File: config.mk
export PLATFORM = sky130hd
export DESIGN_NAME = rqt_ctrl
export DESIGN_NICKNAME = d
export VERILOG_FILES = /design/src/sv/rqt_pkg.sv /design/src/sv/rqt_ctrl.sv
export SDC_FILE = /design/constraint.sdc
export NUM_CORES = 1
export LEC_CHECK = 0
export BUFFER_PORTS_ARGS = -buffer_cell sky130_fd_sc_hd__buf_2
export CAP_MARGIN = 10
export CELL_PAD_IN_SITES_DETAIL_PLACEMENT = 1
export CELL_PAD_IN_SITES_GLOBAL_PLACEMENT = 1
export CORE_AREA = 2 2 39 41
export DETAILED_ROUTE_END_ITERATION = 10
export DIE_AREA = 0 0 41 43
export GPL_ROUTABILITY_DRIVEN = 0
export MAX_ROUTING_LAYER = met4
export PLACE_DENSITY_LB_ADDON = 0.05
export SLEW_MARGIN = 20
export SYNTH_ARGS = -nofsm -noshare
export SYNTH_HDL_FRONTEND = slang
export SYNTH_SLANG_ARGS = --single-unit
File: constraint.sdc
create_clock -name clk -period 5.02 [get_ports clk]
set_input_delay 1.255 -clock clk [delete_from_list [all_inputs] [get_ports clk]]
set_output_delay 1.255 -clock clk [all_outputs]
set_load 0.05 [all_outputs]
File: src/sv/rqt_pkg.sv
// ----------------------------------------------------------------------------
// rqt_pkg: shared types and constants of the resource quota table
// Codes, widths and controller/datapath command and status structs.
// ----------------------------------------------------------------------------
package rqt_pkg;

    localparam int TableDepth = 64;
    localparam int KeyW   = 16;
    localparam int ValW   = 64;
    localparam int ActW   = 3;
    localparam int StatW  = 2;
    localparam int PctW   = 16;

    localparam logic [ActW-1:0] ACT_SET     = 3'd0;
    localparam logic [ActW-1:0] ACT_READ    = 3'd1;
    localparam logic [ActW-1:0] ACT_ADD     = 3'd2;
    localparam logic [ActW-1:0] ACT_CHECK   = 3'd3;
    localparam logic [ActW-1:0] ACT_PERCENT = 3'd4;
    localparam logic [ActW-1:0] ACT_RESET   = 3'd5;

    localparam logic [StatW-1:0] ST_OK        = 2'd0;
    localparam logic [StatW-1:0] ST_NOT_FOUND = 2'd1;
    localparam logic [StatW-1:0] ST_FULL      = 2'd2;
    localparam logic [StatW-1:0] ST_CLAMPED   = 2'd3;

    localparam logic [PctW-1:0] PercentMax = 16'hFFFF;

    // controller -> datapath
    typedef struct packed {
        logic load;      // capture request, start search
        logic scan;      // compare key read at current index
        logic fetch;     // capture limit/usage of hit entry
        logic exec;      // evaluate action
        logic div_start;
        logic write;     // write back entry
        logic append;    // write new entry
        logic finish;    // build result
    } rqt_cmd_t;

    // datapath -> controller
    typedef struct packed {
        logic hit;
        logic scan_done;
        logic full;
        logic div_busy;
        logic is_pct;
        logic bad_act;
        logic is_set;
    } rqt_sts_t;

endpackage

File: src/sv/rqt_ctrl.sv
// ----------------------------------------------------------------------------
// rqt_ctrl: request sequencer
// Search; on a hit fetch, action, percent divide, write-back; then output.
// ----------------------------------------------------------------------------
module rqt_ctrl (
    input  logic              clk,
    input  logic              rst_n,
    input  logic              in_fire,
    input  logic              out_fire,
    input  rqt_pkg::rqt_sts_t sts,
    output rqt_pkg::rqt_cmd_t cmd,
    output logic              in_ready,
    output logic              out_valid
);

    localparam logic [3:0] S_IDLE   = 4'd0;
    localparam logic [3:0] S_SCAN   = 4'd1;
    localparam logic [3:0] S_FETCH  = 4'd2;
    localparam logic [3:0] S_FETCH2 = 4'd3;
    localparam logic [3:0] S_EXEC   = 4'd4;
    localparam logic [3:0] S_DIVST  = 4'd5;
    localparam logic [3:0] S_DIV    = 4'd6;
    localparam logic [3:0] S_WRITE  = 4'd7;
    localparam logic [3:0] S_FIN    = 4'd8;
    localparam logic [3:0] S_OUT    = 4'd9;

    logic [3:0] state_reg, state_next;

    always_comb
    begin
        state_next = state_reg;
        cmd        = '0;
        case (state_reg)
            S_IDLE:
            begin
                if (in_fire)
                begin
                    cmd.load   = 1'b1;
                    state_next = S_SCAN;
                end
            end
            S_SCAN:
            begin
                if (sts.bad_act)
                begin
                    state_next = S_FIN;
                end
                else if (sts.hit)
                begin
                    state_next = S_FETCH;
                end
                else if (sts.scan_done)
                begin
                    if (sts.is_set && !sts.full)
                    begin
                        cmd.append = 1'b1;
                    end
                    state_next = S_FIN;
                end
                else
                begin
                    cmd.scan = 1'b1;
                end
            end
            S_FETCH:
            begin
                state_next = S_FETCH2;
            end
            S_FETCH2:
            begin
                cmd.fetch  = 1'b1;
                state_next = S_EXEC;
            end
            S_EXEC:
            begin
                cmd.exec   = 1'b1;
                state_next = sts.is_pct ? S_DIVST : S_WRITE;
            end
            S_DIVST:
            begin
                cmd.div_start = 1'b1;
                state_next    = S_DIV;
            end
            S_DIV:
            begin
                if (!sts.div_busy)
                begin
                    state_next = S_WRITE;
                end
            end
            S_WRITE:
            begin
                cmd.write  = 1'b1;
                state_next = S_FIN;
            end
            S_FIN:
            begin
                cmd.finish = 1'b1;
                state_next = S_OUT;
            end
            S_OUT:
            begin
                if (out_fire)
                begin
                    state_next = S_IDLE;
                end
            end
            default:
            begin
                state_next = S_IDLE;
            end
        endcase
    end

    always_ff @(posedge clk or negedge rst_n)
    begin
        if (!rst_n)
        begin
            state_reg <= S_IDLE;
        end
        else
        begin
            state_reg <= state_next;
        end
    end

    assign in_ready  = (state_reg == S_IDLE);
    assign out_valid = (state_reg == S_OUT);

`ifndef ASSERT_OFF
    a_one_side: assert property (@(posedge clk) disable iff (!rst_n)
        !(in_ready && out_valid))
        else $error("ready and valid together");
    a_accept_scan: assert property (@(posedge clk) disable iff (!rst_n)
        in_fire |=> state_reg == S_SCAN)
        else $error("accept did not start search");
    a_out_done: assert property (@(posedge clk) disable iff (!rst_n)
        out_fire |=> in_ready)
        else $error("no return to idle");
    a_fin_out: assert property (@(posedge clk) disable iff (!rst_n)
        cmd.finish |=> out_valid)
        else $error("result not presented");
`endif

endmodule

======== After elaboration in Yosys (flattened, before gate mapping) ========
Index checks and enable logic that the tools add are counted.
word-level totals
  register bits after elaboration ......... 4
  bits of input ports ..................... 11
  output and inout bits ................... 10
  logic and storage cells ................. 42
cells by class
  eq/ne operators ......................... 13
  multiplexer cells ....................... 24
  reductions and logical operators ........ 4
operators with widths
  kind                  count
  $pmux W4 S10          1
  $mux W4               6
  $eq A4 B3 Y1 const B  4
  $mux W1               16
  $eq A4 B2 Y1 const B  2
  $eq A4 B4 Y1 const B  2
  $ne A2 B2 Y1 const B  3
  $eq A4 B1 Y1 const B  1
  $logic_not A4 Y1      1
  $ne A4 B4 Y1 const B  1
  $reduce_and A4 Y1     1
  $mux W2               1
  $logic_and A1 B1 Y1   1
  $logic_not A1 Y1      1

======== Longest topological paths before layout ========
Gate-level depths: netlist of run 1.
  word-level depth ........................ 7
  gate-level depth with buffers ........... 5
  depth with buffers taken out ............ 4

======== Least setup slack after synthesis of run 1 ========
Ideal clock, no wire load.
  path kind ............................... input -> output
  from .................................... in sts[1] (netlist bit)
  to ...................................... out cmd[1] (netlist bit)
  data arrival time ....................... 3.277 ns
  data required time ...................... 3.765 ns
  path slack .............................. 0.488 ns
  cell stages on the path ................. 2
  path buffers ............................ 0
  path through ............................ or4_4 > nor4_1
RTL lines
  element          line            RTL
  start, declared  rqt_ctrl.sv:10  input rqt_pkg::rqt_sts_t sts,
  end, declared    rqt_ctrl.sv:11  output rqt_pkg::rqt_cmd_t cmd,

==> results.txt, run 1 <==
The proportion of power drawn by combinational gates came out at 59.8%. The number of hold-slack violations in the final timing report is 0. The largest net degree at the start of global routing is 11. After detailed placement, the total cell area comes to 435 um^2. The width of the chip came out at 41 um. The antenna violation net count after detailed routing came out at 0. The number of nets in the layout came out at 73.

The total negative slack for setup checks is 0 ps. The count of distinct cell types in the synthesized netlist is 23. The final route contains 376 vias. Each instance of the synthesized netlist takes up on average 8.45 um^2. The tightest min-delay check is of the reg2reg type. The setup violation total in the final timing report is 0. The overall die area is 1760 um^2.

The largest area contributor in the synthesized netlist is sky130_fd_sc_hd__dfrtp_1. The total global routing track utilization is 16.3%. The routed length per placed instance is 13.7 um. In this run the vertical extent of the chip is 43 um. The cell area power density is 675 nW/um^2. The number of nets in the synthesized netlist is 52. The filler cell count came out at 184. After detailed placement, the design holds a cell count of 73.

The tool flagged a number of max-cap violations equal to 0. The signal on the critical path passes through buf_2, or4_4, nor4_1, buf_2. Summed over all nets, the switching power comes to 173 uW. The largest stage delay on the critical path is 510 ps.

The final non-filler cell total is 76. The cell leakage power came out at 0.242 nW. The highest achievable clock rate is 270 MHz.

The total DRC errors in the routed layout is 0. The relative contribution of sequential cells to total power came out at 27.5%. The worst setup skew after layout is 4.57 ps. The worst setup path is launched from an input pin.

The starting DRC count in detailed routing came out at 3. The critical path's most frequent cell is sky130_fd_sc_hd__buf_2. The switching share of power came out at 55.8%. The max-slew violation count was 0. The total number of yosys warnings is 0. The cell with the biggest individual delay on the critical path is sky130_fd_sc_hd__or4_4. The post-cts resize count came out at 0. The run finished with clean final reports. The CTS tree is yes.

The maximum fanout count along the critical path is 3. In the synthesized netlist, the cells that appear most often are sky130_fd_sc_hd__nor2_1 (5), sky130_fd_sc_hd__dfrtp_1 (4), sky130_fd_sc_hd__nor3_1 (4). The number of buffers inserted during clock tree synthesis is 3. Setup repair after global routing left no endpoint under its margin. The antenna diode count came out at 0. The largest vdd supply drop is 0.000152 V. The total number of H-tree levels is 1.

The share of cells above drive strength 1 is 45.0%. Counting flops with a built-in enable in the synthesized netlist gives 0. The synthesized design contains 4 register bits. The portion of synthesized cell area occupied by the leading cell type is 28.9%.

The count of buffers inserted at the top-level ports is 20. The footprint of the flip-flops and latches is 100 um^2. The top flip-flop cell by instance count after synthesis is sky130_fd_sc_hd__dfrtp_1. The clock network fraction of design power is 12.6%.

The critical path is of the in2out type. The total power of the final layout is 309 uW. In the synthesized netlist the async set-or-reset flop fraction comes to 100%. The internal power of the cells came out at 137 uW. The post-route cell area came out at 458 um^2.

The overall overflow remaining after global route is 0. The worst setup path is captured at a primary output. The sequential area share after synthesis is 28.9%. The number of flip-flops under the largest register name came out at 4. The number of hold buffers added after CTS is 0. The number of vias per cell after detailed routing is 4.95. The clock net sink count is 4. The pin slew with the least headroom to its limit came out at 344 ps. The worst hold-check slack came out at 630 ps.

The effective utilization at floorplan is 25.0%. By instance count, the leading cell after synthesis is sky130_fd_sc_hd__nor2_1. The worst setup slack before clock tree synthesis came out at 1280 ps. After detailed routing, the total wire length is 1040 um. The number of global-route vias before repair came to 391. The ratio of final minimum period to clock period came out at 73.9%. After clock tree synthesis, the clock-pin slew on the worst setup and hold paths is 30 ps. The cell area after technology mapping is 347 um^2. The utilization after layout came out at 33.1%. The number of setup buffers added after CTS is 0.

The total area inside the core boundary comes to 1380 um^2. The first-pass GRT wire length is 1810 um. The cell count after synthesis is 41.

Data on the critical path is required at its endpoint by 3760 ps. Data arrives at the worst endpoint at 2450 ps. The root buffer cell chosen for the clock tree is sky130_fd_sc_hd__clkbuf_4. No sink is reached through more buffers than the 2 on the longest clock path. The initial antenna violation count came out at 0. By area the synthesized netlist is led by sky130_fd_sc_hd__dfrtp_1 (29%), sky130_fd_sc_hd__nor3_1 (5.8%), sky130_fd_sc_hd__nand2b_1 (5.4%). Setup slack on the critical path of the routed design comes to 1310 ps. At the later pin of the worst-skew pair, clock insertion delay measures 230 ps. The area overhead of the layout relative to synthesis is 32.1%. The number of top-level pins came out at 21. Counting I/O delays and the setup requirement, the final critical path takes 3710 ps. The iteration count of the initial detailed-routing pass is 4. The multi-input combinational cell area is 204 um^2. The estimated wirelength of the detail-placed design is 805 um. The row count is 14.

The worst relative slew slack came out at 77.1%.
## power groups by stage
stage	Clock [mW]	Sequential, mW	Combinational [mW]
after floorplan	0	0.0503	0.192
after global placement	0	0.0838	0.185
after detailed placement	0	0.0844	0.185
after CTS	0.0413	0.0849	0.187
after global routing	0.0438	0.0902	0.201
final	0.0391	0.0852	0.185
## critical path, delay by kind of cell
family,cells,cell delay (ps)
simple gates,2,780
buf+inv,2,420
## worst paths after layout
kind	cells past startpoint	slack (ps)	from	to
min in group asynchronous	1	820	rst_n	state_reg[0]$_DFFE_PN0P_
max in group asynchronous	1	4080	rst_n	state_reg[3]$_DFFE_PN0P_
min reg2reg	1	630	state_reg[3]$_DFFE_PN0P_	state_reg[2]$_DFFE_PN0P_
max reg2reg	4	3460	state_reg[1]$_DFFE_PN0P_	state_reg[3]$_DFFE_PN0P_
max	4	1310	sts[1]	cmd[1]
min	1	630	state_reg[3]$_DFFE_PN0P_	state_reg[2]$_DFFE_PN0P_
## routing by layer
metal  up-vias  share of wire (%)  global-route usage [%]  wire length [um]
met2        10                 56                    24.1               582
met1       180                 40                    19.5               414
met5         -                  0                       -                 0
met4         0                  0                    12.0                 0
met3         0                3.9                    1.57                41
li1        186                  -                       -                 -
## cells by family after synthesis
family	count (synthesis)	share of synthesized area, %
DFF	4	28.9
AOI/OAI and AO/OA	9	20.2
xor gates and xnor gates	1	2.53
and+or+nand+nor	20	36.1
buffers and inverters	7	12.3
## final cells by class
class	instances	area share (%)
flip-flops and latches	4	21.9
repair buffers	20	21.9
well taps	16	4.37
multi-input cells	30	44.5
inverters	3	2.46
clock buffers	3	4.92
## placed cells by master (no fill, tap or decap), drive strengths merged
master / Yosys / routed
a31oi: 1 / 1
inv: 3 / 3
nor4: 2 / 2
nor3: 5 / 5
o21ai: 1 / 1
nor2: 5 / 5
o32a: 1 / 1
a21oi: 1 / 1
nand2: 2 / 2
a211oi: 1 / 1
o211a: 1 / 1
buf: 4 / 20
dfrtp: 4 / 4
and2: 1 / 1
o21a: 1 / 1
xor2: 1 / 1
or4: 1 / 1
nand2b: 4 / 4
o32ai: 2 / 2
clkbuf: 0 / 3
No activity file was read; power rests on OpenSTA's default activity.
==> run 2: changes to the inputs <==
Settings changed: CORE_AREA 2 2 39 41 to not set, CORE_MARGIN set to 2, CORE_UTILIZATION set to 24, DIE_AREA 0 0 41 43 to not set.
Clock period 5.02 ns to 3.25 ns, I/O delays scaled along.
==> run 2 against run 1 <==
Net effect:
- combinational power is 56% higher
- clock power rose by 61%
- via count decreased by 1.1%
- largest cell class unchanged
- design area grew 2.5%
- power increased by 57%
- register-to-register slack worse by 1800 ps
==> results.txt, run 2 (synthesized netlist as in run 1, its figures left out) <==
The clock-pin slew on the worst setup and hold paths is 40 ps (about the same). The critical path goes through buf_2, or4_4, nor4_2, buf_2. The worst setup path is launched from an input pin. The number of vias after detailed routing came to 372 (-1.1%). The effective utilization at floorplan came out at 26.3% (+1.3 points).

The antenna diode count is 0 (unchanged). The number of setup buffers added after CTS came out at 0 (unchanged). Compared with the post-synthesis result, the final layout area differs by 35.4%. The cell area power density came out at 1030 nW/um^2 (+53%). The data required time at the worst endpoint came out at 2440 ps (-1320 ps).

The maximum fanout count along the critical path came to 3 (unchanged). The count of buffers inserted at the top-level ports came out at 20 (unchanged). The insertion delay to the later sink of the worst-skew pair came out at 240 ps (about the same).

The number of buffers inserted during clock tree synthesis came to 3 (unchanged). The setup violation total in the final timing report came out at 0 (unchanged). The overall die area came out at 1760 um^2 (about the same). The clock net sink count is 4 (unchanged). The dominant delay contributor by cell family on the critical path is simple AND/OR/NAND/NOR gates. The number of hold-slack violations in the final timing report came out at 0 (unchanged). The footprint of the flip-flops and latches is 100 um^2 (unchanged). The highest achievable clock rate came out at 364 MHz.

The largest stage delay on the critical path came out at 510 ps (about the same). The total length of routed wires is 1040 um (unchanged). The number of flip-flops under the largest register name was 4 (unchanged). TritonCTS built the clock tree. The library cells used most frequently in the layout, excluding fill and tap cells, are sky130_fd_sc_hd__buf_2 (20), sky130_fd_sc_hd__nor2_1 (5), sky130_fd_sc_hd__nor3_1 (4), sky130_fd_sc_hd__dfrtp_1 (4). The number of vias per cell after detailed routing came out at 4.96 (+0.26%). The total number of H-tree levels came out at 1 (unchanged).

The width of the chip came out at 42 um (+2.4%). The row count came out at 13 (-1). The buffers plus inverters on the worst setup path is 2 (unchanged).

The total power of the final layout came to 485 uW (+57%). The first-pass GRT wire length was 1750 um (-3.4%). The worst setup skew after layout is 7.10 ps (+2.53 ps).

The starting DRC count in detailed routing is 5 (+2). The total global routing track utilization was 13.5% (-2.8 points). The post-cts resize count came to 0 (unchanged). The kind of path behind the tightest hold check is in2async. The number of nets in the layout came out at 73 (unchanged). The maximum count of clock buffers along a single path came out at 2 (unchanged). The setup slack of the worst register-to-register path is 1710 ps (-1750 ps). The critical path in this run is classified as in2out. The pin slew with the least headroom to its limit was 364 ps (+20.1 ps). Of the available clock period, the critical path in the final layout requires 84.6%. The largest vdd supply drop is 0.000342 V (+120%). The filler cell count was 171 (-7.1%). The total DRC errors in the routed layout came out at 0 (unchanged). The height of the die came out at 42 um (-2.3%). The critical path's most frequent cell is sky130_fd_sc_hd__buf_2. The estimated wirelength of the detail-placed design is 786 um (-2.3%). The iteration count of the initial detailed-routing pass was 4 (unchanged). The multi-input combinational cell area was 216 um^2 (+6.1%). The cell sitting at the root of the clock tree is a sky130_fd_sc_hd__clkbuf_4. The worst relative slew slack came to 75.7% (-1.3 points). The final critical-path required period is 2750 ps.

The number of hold buffers added after CTS is 0 (unchanged). The total negative slack for setup checks is 0 ps (unchanged). The worst setup path is captured at a primary output. The flow ran to the end, and the final reports show no timing, DRC or antenna violations.

For this design, the slowest cell found on the critical path is sky130_fd_sc_hd__or4_4. The most common cell after layout, fill and taps aside is sky130_fd_sc_hd__buf_2. The placeable core area is 1320 um^2 (-4.8%). The cell leakage power is 0.243 nW (+0.46%). The share of cells above drive strength 1 was 48.3% (+3.3 points). The total of max-cap violations came out at 0 (unchanged). The initial antenna violation count is 0 (unchanged).

The max-slew violation count is 0 (unchanged). The number of global-route vias before repair came out at 378 (-3.3%). The routed length per placed instance is 13.8 um (+1.3%).

The number of top-level pins is 21 (unchanged). The largest net degree at the start of global routing is 11 (unchanged). The antenna violation net count after detailed routing is 0 (unchanged). Setup repair after global routing left no endpoint under its margin.

The overall overflow remaining after global route is 0 (unchanged). The worst path arrival time was 1940 ps (-510 ps).
-- run 2: cell types whose count changed in the layout (fill, tap and decap cells not counted) --
| cell | before | now |
|---|---|---|
| sky130_fd_sc_hd__nor4_1 | 2 | 0 |
| sky130_fd_sc_hd__nor4_2 | 0 | 2 |
-- run 2: worst paths after layout --
path,from,end,cells past startpoint
hold / removal,rst_n,state_reg[3]$_DFFE_PN0P_,1
hold reg to reg,state_reg[3]$_DFFE_PN0P_,state_reg[2]$_DFFE_PN0P_,1
min in group clk,state_reg[3]$_DFFE_PN0P_,state_reg[2]$_DFFE_PN0P_,1
setup / recovery,sts[1],cmd[1],4
setup reg to reg,state_reg[1]$_DFFE_PN0P_,state_reg[3]$_DFFE_PN0P_,4
max in group asynchronous,rst_n,state_reg[0]$_DFFE_PN0P_,1
-- run 2: through the flow --
| step | instances | instance area [um^2] | setup slack (ps) | utilization, % | hold slack [ps] |
|---|---|---|---|---|---|
| 2_1_floorplan | 41 | 359 | 175 | - | 517 |
| 3_3_place_gp | 72 | 447 | 510 | 33.9 | 614 |
| 3_5_place_dp | 72 | 447 | 491 | 33.9 | 623 |
| 4_1_cts | 75 | 469 | 487 | 35.6 | 367 |
| 5_1_grt | 75 | 469 | 405 | 35.6 | 375 |
| 6_report | 75 | 469 | 499 | 35.6 | 370 |
-- run 2: cell type report --
type,count,area share (%)
Multi-Input combinational cell,30,46.1
Sequential cell,4,21.3
Timing Repair Buffer,20,21.3
Clock buffer,3,4.80
Tap cell,15,4.00
Inverter,3,2.40
-- run 2: routing by layer --
| layer | vias to the layer above | global-route usage (%) | share of wire (%) |
|---|---|---|---|
| li1 | 186 | - | - |
| met1 | 172 | 16.2 | 42 |
| met2 | 12 | 20.9 | 52 |
| met3 | 2 | 0 | 3.6 |
| met4 | 0 | 11.6 | 1.8 |
| met5 | - | - | 0 |
-- run 2: power by group --
part	total, mW	switching, mW	internal, mW	leakage [nW]
Sequential	0.134	0.0618	0.0721	0.0504
Clock	0.0629	0.0215	0.0414	0.0138
Combinational	0.288	0.188	0.100	0.179
Total	0.485	0.271	0.214	0.243
==> run 3: changes to the inputs <==
Settings changed: ABC_AREA set to 1, CORE_UTILIZATION 24 to 25.
Clock period 3.25 ns to 2.65 ns, I/O delays scaled along.
==> run 3 against run 2 <==
Net effect:
- critical path type is now reg2out
- via count grew 30%
- critical path depth is the same
- hold slack lost 150 ps
- register-to-register slack lost 240 ps
- clock power grew 18%
- cell count grew 45%
==> results.txt, run 3 <==
The flow ran to the end, and the final reports show no timing, DRC or antenna violations. The number of global-route vias before repair is 480 (+27%). The total negative slack for setup checks is 0 ps (unchanged). TritonCTS built the clock tree.

The number of vias after detailed routing came to 483 (+30%). The worst relative slew slack is 81.4% (+5.6 points). The iteration count of the initial detailed-routing pass came to 2 (-2). The number of vias per cell after detailed routing came out at 4.43 (-11%).

The count of flip-flops with a built-in enable after synthesis is 0 (unchanged). The initial antenna violation count came out at 0 (unchanged). The worst setup skew after layout came out at 2.75 ps (-4.35 ps). The met3 demand-to-capacity share in global routing was 5.11% (+5.1 points). The starting DRC count in detailed routing came out at 2 (-3). The overall overflow remaining after global route came out at 0 (unchanged).

The total length of routed wires came to 1070 um (+3.2%). The met1 layer usage reported by global route is 17.5% (+1.3 points). The total number of yosys warnings is 0 (unchanged).

The highest achievable clock rate is 479 MHz. The number of hold buffers added after CTS is 0 (unchanged). The maximum fanout count along the critical path is 5 (+2). The setup slack of the critical path after layout was 561 ps (+61.8 ps). The antenna diode count is 0 (unchanged).

The total global routing track utilization was 14.3% (+0.84 points). The cell area power density is 1170 nW/um^2 (+13%). The synthesized netlist net count is 81 (+56%).

STA classifies the critical path startpoint as a flop. The final non-filler cell total came out at 109 (+45%). The number of top-level pins came out at 21 (unchanged). The path class of the tightest hold or removal check is in2async. The max-slew violation count came out at 0 (unchanged). The launch point of the worst path is state_reg[2]$_DFFE_PN0P_.

The overall die area is 1880 um^2 (+6.4%). The share of cells above drive strength 1 is 30.1% (-18 points). The synthesized design spends more area on one cell type than any other, namely sky130_fd_sc_hd__dfrtp_1. The most used flip-flop cell after synthesis is sky130_fd_sc_hd__dfrtp_1.

The largest net degree at the start of global routing was 7 (-4). The routed length per placed instance came out at 9.83 um (-29%). The cell leakage power came out at 0.340 nW (+40%). The height of the die was 43.3 um (+3.2%).

The total DRC errors in the routed layout came out at 0 (unchanged). The worst setup slack before clock tree synthesis is 639 ps (+148 ps). The largest vdd supply drop came out at 0.000233 V (-32%). The clock net sink count came out at 4 (unchanged). The clock-pin slew on the worst setup and hold paths is 40 ps (about the same). The post-synthesis async set-or-reset flop share is 100% (unchanged). After synthesis, the cell types taking the most area are sky130_fd_sc_hd__dfrtp_1 (26%), sky130_fd_sc_hd__nand2_1 (18%), sky130_fd_sc_hd__inv_1 (14%). The worst register-to-register path begins at state_reg[1]$_DFFE_PN0P_.

The area overhead of the layout relative to synthesis came out at 36.9%. The width of the chip was 43.3 um (+3.2%). The sequential area share after synthesis came out at 25.9% (-3.0 points).

The tree is rooted in a sky130_fd_sc_hd__clkbuf_4. The met2 usage came out at 22.4% (+1.5 points). The count of distinct cell types in the synthesized netlist came out at 12 (-48%). The filler cell count came out at 221 (+29%). The number of setup buffers added after CTS is 0 (unchanged).

Ranked by instance count, the synthesized netlist is headed by sky130_fd_sc_hd__nand2_1 (19), sky130_fd_sc_hd__inv_1 (14), sky130_fd_sc_hd__nor2_1 (13). The cell count after synthesis is 70 (+71%). The estimated wirelength of the detail-placed design is 959 um (+22%). The cell area after technology mapping is 387 um^2 (+12%). The count of state elements after synthesis came out at 4 (unchanged). The average instance area after synthesis is 5.52 um^2 (-35%).

The post-cts resize count is 0 (unchanged). The insertion delay to the later sink of the worst-skew pair was 230 ps (about the same). After global routing, the most crowded layer is met2.

The row count is 14 (+1). Among all cell types in the netlist, the one instantiated most often is sky130_fd_sc_hd__nand2_1. The number of flip-flops under the largest register name came out at 4 (unchanged). The number of hold-slack violations in the final timing report is 0 (unchanged).

The data required time at the worst endpoint is 1990 ps (-450 ps). The effective utilization at floorplan is 26.3% (-0.030 points). The maximum count of clock buffers along a single path came out at 2 (unchanged). The number of buffers inserted during clock tree synthesis came out at 3 (unchanged).

The total of max-cap violations is 0 (unchanged). The critical path start-end classification is reg2out. The antenna violation net count after detailed routing is 0 (unchanged). The ratio of final minimum period to clock period is 78.8%.

The count of buffers inserted at the top-level ports came out at 20 (unchanged). The pin slew with the least headroom to its limit is 280 ps (-84.3 ps). Leaving out fill and tap cells, the most frequent cells in the layout are sky130_fd_sc_hd__buf_2 (20), sky130_fd_sc_hd__nand2_1 (19), sky130_fd_sc_hd__inv_1 (14), sky130_fd_sc_hd__nor2_1 (13), sky130_fd_sc_hd__nand3_1 (9). The total number of H-tree levels came out at 1 (unchanged). The placeable core area is 1470 um^2 (+12%).

The worst setup path is captured at a primary output. The number of cells in the design after placement came out at 106 (+47%). Counting I/O delays and the setup requirement, the final critical path takes 2090 ps. The number of nets in the layout is 106 (+45%).

The setup violation total in the final timing report is 0 (unchanged). The portion of synthesized cell area occupied by the leading cell type came out at 25.9% (-3.0 points). The most common cell after layout, fill and taps aside is sky130_fd_sc_hd__buf_2. The first-pass GRT wire length came out at 1950 um (+11%). Setup repair after global routing left no endpoint under its margin. The worst path arrival time is 1430 ps (-510 ps).
## run 3: cell types whose count changed after synthesis, moves of 3 or more
| cell | delta |
|---|---|
| sky130_fd_sc_hd__nor2_1 | +8 |
| sky130_fd_sc_hd__inv_1 | +11 |
| sky130_fd_sc_hd__nand2_1 | +17 |
| sky130_fd_sc_hd__nand3_1 | +9 |
| sky130_fd_sc_hd__nand2b_1 | -3 |
## run 3: cells by family after synthesis
group	after synthesis	synth area share (%)
AND/OR/NAND/NOR	48	54.4
buffers and inverters	15	14.6
flip-flops	4	25.9
AO/OA/AOI/OAI	3	5.18
## run 3: routing by layer
| layer | part of all wire [%] | vias to the layer above | wire length, um |
|---|---|---|---|
| met1 | 49 | 211 | 522 |
| met5 | 0 | - | 0 |
| met2 | 47 | 11 | 504 |
| met4 | 0 | 0 | 0 |
| met3 | 4.1 | 0 | 44 |
| li1 | - | 261 | - |
## run 3: report_power, final
part           internal, mW  switching, mW  leakage, nW
sequential           0.0884         0.0384       0.0514
clock                0.0506         0.0237       0.0138
combinational         0.109          0.309        0.275
## run 3: final timing paths
path,cells past startpoint,end,slack (ps)
max in group asynchronous,1,state_reg[0]$_DFFE_PN0P_,2310
max reg2reg,6,state_reg[3]$_DFFE_PN0P_,1470
min,1,state_reg[2]$_DFFE_PN0P_,220
min reg2reg,3,state_reg[0]$_DFFE_PN0P_,600
min in group clk,3,state_reg[0]$_DFFE_PN0P_,600
max,4,cmd[1],560
## run 3: worst max-delay path: stages, from the launching register on
cell and delay [ps]:
sky130_fd_sc_hd__dfrtp_1 410, sky130_fd_sc_hd__nor2_1 240, sky130_fd_sc_hd__nand2_2 100, sky130_fd_sc_hd__nor3_1 160
sky130_fd_sc_hd__buf_2 280
## run 3: layout make-up
type | count | area (um^2) | share of cell area (%)
clock buffer | 3 | 22.5 | 4.26
inverter | 15 | 56.3 | 10.6
multi-input combinational | 51 | 230 | 43.5
sequential | 4 | 100 | 18.9
timing repair buffer | 20 | 100 | 18.9
tap | 16 | 20.0 | 3.78
## run 3: metrics by stage
stage | hold WS (ps) | total power [mW] | instance area (um^2) | utilization (%)
floorplan | 367 | 0.455 | 387 | -
global placement | 469 | 0.557 | 507 | 34.4
detailed placement | 471 | 0.555 | 507 | 34.4
CTS | 218 | 0.634 | 529 | 36.0
global route | 210 | 0.684 | 529 | 36.0
finish | 224 | 0.619 | 529 | 36.0
